$ cat src/design/kqt_ram.sv
// generic single-write, single-read ram with registered read data
// no dependencies
module kqt_ram #(
	parameter int unsigned WIDTH = 32,
	parameter int unsigned DEPTH = 128
) (
	input  logic                                      clk,
	input  logic                                      we,
	input  logic [(DEPTH > 1 ? $clog2(DEPTH) : 1)-1:0] waddr,
	input  logic [WIDTH-1:0]                          wdata,
	input  logic [(DEPTH > 1 ? $clog2(DEPTH) : 1)-1:0] raddr,
	output logic [WIDTH-1:0]                          rdata
);

	logic [WIDTH-1:0] mem_q [DEPTH];
	logic [WIDTH-1:0] rdata_q;

	always_ff @(posedge clk) begin
		if (we) begin
			mem_q[waddr] <= wdata;
		end
		rdata_q <= mem_q[raddr];
	end

	assign rdata = rdata_q;

endmodule

$ cat config.mk
export PLATFORM = sky130hd
export DESIGN_NAME = kqt_ram
export DESIGN_NICKNAME = d
export VERILOG_FILES = /design/src/design/kqt_ram.sv
export SDC_FILE = /design/constraint.sdc
export NUM_CORES = 2
export LEC_CHECK = 0
export BUFFER_PORTS_ARGS = -buffer_cell sky130_fd_sc_hd__buf_2
export CAP_MARGIN = 15
export CORE_MARGIN = 5
export CORE_UTILIZATION = 24
export CTS_CLUSTER_SIZE = 20
export DETAILED_ROUTE_END_ITERATION = 12
export GPL_TIMING_DRIVEN = 0
export MAX_ROUTING_LAYER = met4
export PLACE_DENSITY = 0.34
export SLEW_MARGIN = 25
export SYNTH_ARGS = -nofsm -noshare
export SYNTH_HDL_FRONTEND = slang
export SYNTH_SLANG_ARGS = --single-unit
$ cat constraint.sdc
create_clock -name clk -period 9.33 [get_ports clk]
set_clock_uncertainty 0.2 [all_clocks]
set_input_delay 0.933 -clock clk [delete_from_list [all_inputs] [get_ports clk]]
set_output_delay 0.933 -clock clk [all_outputs]
set_load 0.05 [all_outputs]
==> impl_metrics.json <==
{
  "tns_ps": 0,
  "clk_pin_slew_ps": 60,
  "fin_crit_ps": 5050,
  "status": "completed",
  "critPathBufInv": 5,
  "syn_nets": 6038,
  "final_cell_mix": "edfxtp_1, mux4_2, clkbuf_16, clkbuf_1, buf_16",
  "postCtsSetupBuffers": 0,
  "yosysTopAreaCell": "edfxtp_1",
  "avgSynthCellArea_um2": 26.1,
  "wl_per_cell_um": 33.5,
  "instances_no_fill": 16047,
  "hpwlAfterDp_um": 386000,
  "overflow": 0,
  "ys_top_cells_by_area": "edfxtp_1, mux4_2, clkbuf_1, dfxtp_1, nor2_1",
  "grt_pass1_wl_um": 715000,
  "gp_congestion": 0.778,
  "fin_area_um2": 192000,
  "path_class": "in2reg",
  "cpMostUsedCell": "mux4_2",
  "fillCellCount": 62660,
  "grt_max_degree": 97,
  "critPathRequiredTime_ps": 10010,
  "power.leakage_nw": 57.9,
  "hold_class": "in2reg",
  "place_inst": 15057,
  "yosysSeqAreaShare_pct": 79.1,
  "cp_slowest_stage_delay_ps": 790,
  "antenna_found_initial": 91,
  "fp-row-count": 296,
  "coreArea_um2": 650000,
  "yosys.cell_types.count": 17,
  "grt_pass1_vias": 74732,
  "fin_nets": 6935,
  "final-setup-viol-count": 0,
  "r2r_slack_ps": 6250,
  "insertion_delay_ps": 1040,
  "multi_input_area_um2": 32300,
  "die_area_um2": 667000,
  "fmax_mhz": 198,
  "slew_viol_final": 0,
  "track_usage_pct": 16.3,
  "drc_errors": 0,
  "slowest_stage": "clkbuf_1",
  "die_w_um": 817,
  "ctsResizeCount": 0,
  "io_pins": 80,
  "path_cells": "clkbuf_1, buf_2, clkbuf_2, buf_16, clkbuf_1, mux4_2, mux4_2, mux4_2, mux2_2",
  "peakVddDrop_mv": 0.150,
  "path_max_fanout": 10,
  "yosysTopAreaCellShare_pct": 78.7,
  "tightest_slew_ps": 1180,
  "clkSinkCount": 4128,
  "final_common_cell": "edfxtp_1",
  "rsz0062_at_grt": "false",
  "hold_viol_final": 0,
  "area_growth_pct": 22.7,
  "syn_area_um2": 156000,
  "ys_ff_latch": 4128,
  "cp-start-kind": "primary input",
  "cts_buffers": 465,
  "start_util_pct": 24.1,
  "firstDrtPassIters": 5,
  "power_density_nw_per_um2": 213,
  "synthCells": 5990,
  "ant_nets": 0,
  "yosys_warnings": 0,
  "cp.arrival_ps": 5740,
  "drive_gt1_share_pct": 37.8,
  "port_buffers": 68,
  "postCtsHoldBufs": 4,
  "htreeDepth": 5,
  "critPathTopFamily": "buffers and inverters",
  "register_area_um2": 124000,
  "cts_tree": "built",
  "post-route-period-util_pct": 54.2,
  "cp-end-kind": "register",
  "dr.first_iter.drc_count": 7122,
  "cts.path.max_buffers": 4,
  "via_per_inst": 4.45,
  "die_h_um": 817,
  "placed_area_um2": 177000,
  "root_buffer": "clkbuf_16",
  "vias": 71354,
  "relSlewSlack_pct": 21.6,
  "routed_wl_um": 537000,
  "drv_cap": 0
}
Yosys cell counts:
cell,number
nand2_1,14
edfxtp_1,4096
nor2b_1,7
mux4_2,1344
or3_1,1
buf_4,3
clkbuf_1,182
nor2_1,122
mux2_2,32
dfxtp_1,32
nand2b_1,2
nand4_1,3
nor3_1,9
nand3_1,12
buf_2,79
buf_1,50
buf_6,2
registers in the layout, summed over array words and instances (netlist names):
register,flops
mem_q,4096
rdata,32
area by class of cell:
cell class,instances,area share (%)
sequential,4128,64.5
multi-input combinational,1546,16.8
clock buffer,590,6.39
tap,8642,5.64
timing repair buffer,430,4.43
clock inverter,269,1.29
buffer,316,0.777
antenna,126,0.164
metal layers:
layer  up-vias  routed length, µm  global-route usage [%]
li1      28501                  -                       -
met1     40518             234000                    21.5
met2      1791             264000                    26.6
met3       544              29500                    2.76
met4         0              10300                    3.05
met5         -                  0                       -
worst reg2reg max path: stages (launching register included):
cell      delay [ps]
edfxtp_1         370
mux4_2           570
mux4_2           660
mux4_2           700
mux2_2           420
cells by family (layout without fill, tap and decap cells):
family        count (synthesis)  in the layout  share of synthesized area, %
other cells                   0            126                             0
buf+inv                     316           1605                         0.839
mux                        1376           1376                          19.6
simple gates                170            170                         0.446
flops                      4128           4128                          79.1
worst paths after layout:
check | from | to | cells after the start
max | raddr[2] | rdata[10] | 9
min | wdata[12] | mem_q[64][12] | 1
min reg2reg | mem_q[126][7] | rdata[7] | 4
max reg2reg | mem_q[14][16] | rdata[16] | 4
report_power, final:
group / leakage [nW] / internal, mW / switching, mW / total, mW
sequential: 37.1 / 20.5 / 0.0211 / 20.5
combinational: 13.6 / 0.832 / 1.68 / 2.51
clock: 7.19 / 10.3 / 7.61 / 17.9
total: 57.9 / 31.6 / 9.31 / 40.9
through the flow:
stage	power, mW	setup slack (ps)	util (%)	hold WS, ps
2_1_floorplan	22.0	4960	-	832
5_1_grt	42.4	4220	29.5	58.6
6_report	40.9	4280	29.5	106
4_1_cts	41.6	4310	29.5	12.7
3_5_place_dp	23.5	3180	27.2	993
3_3_place_gp	23.4	474	25.8	1010
No activity file was read; power rests on OpenSTA's default activity.
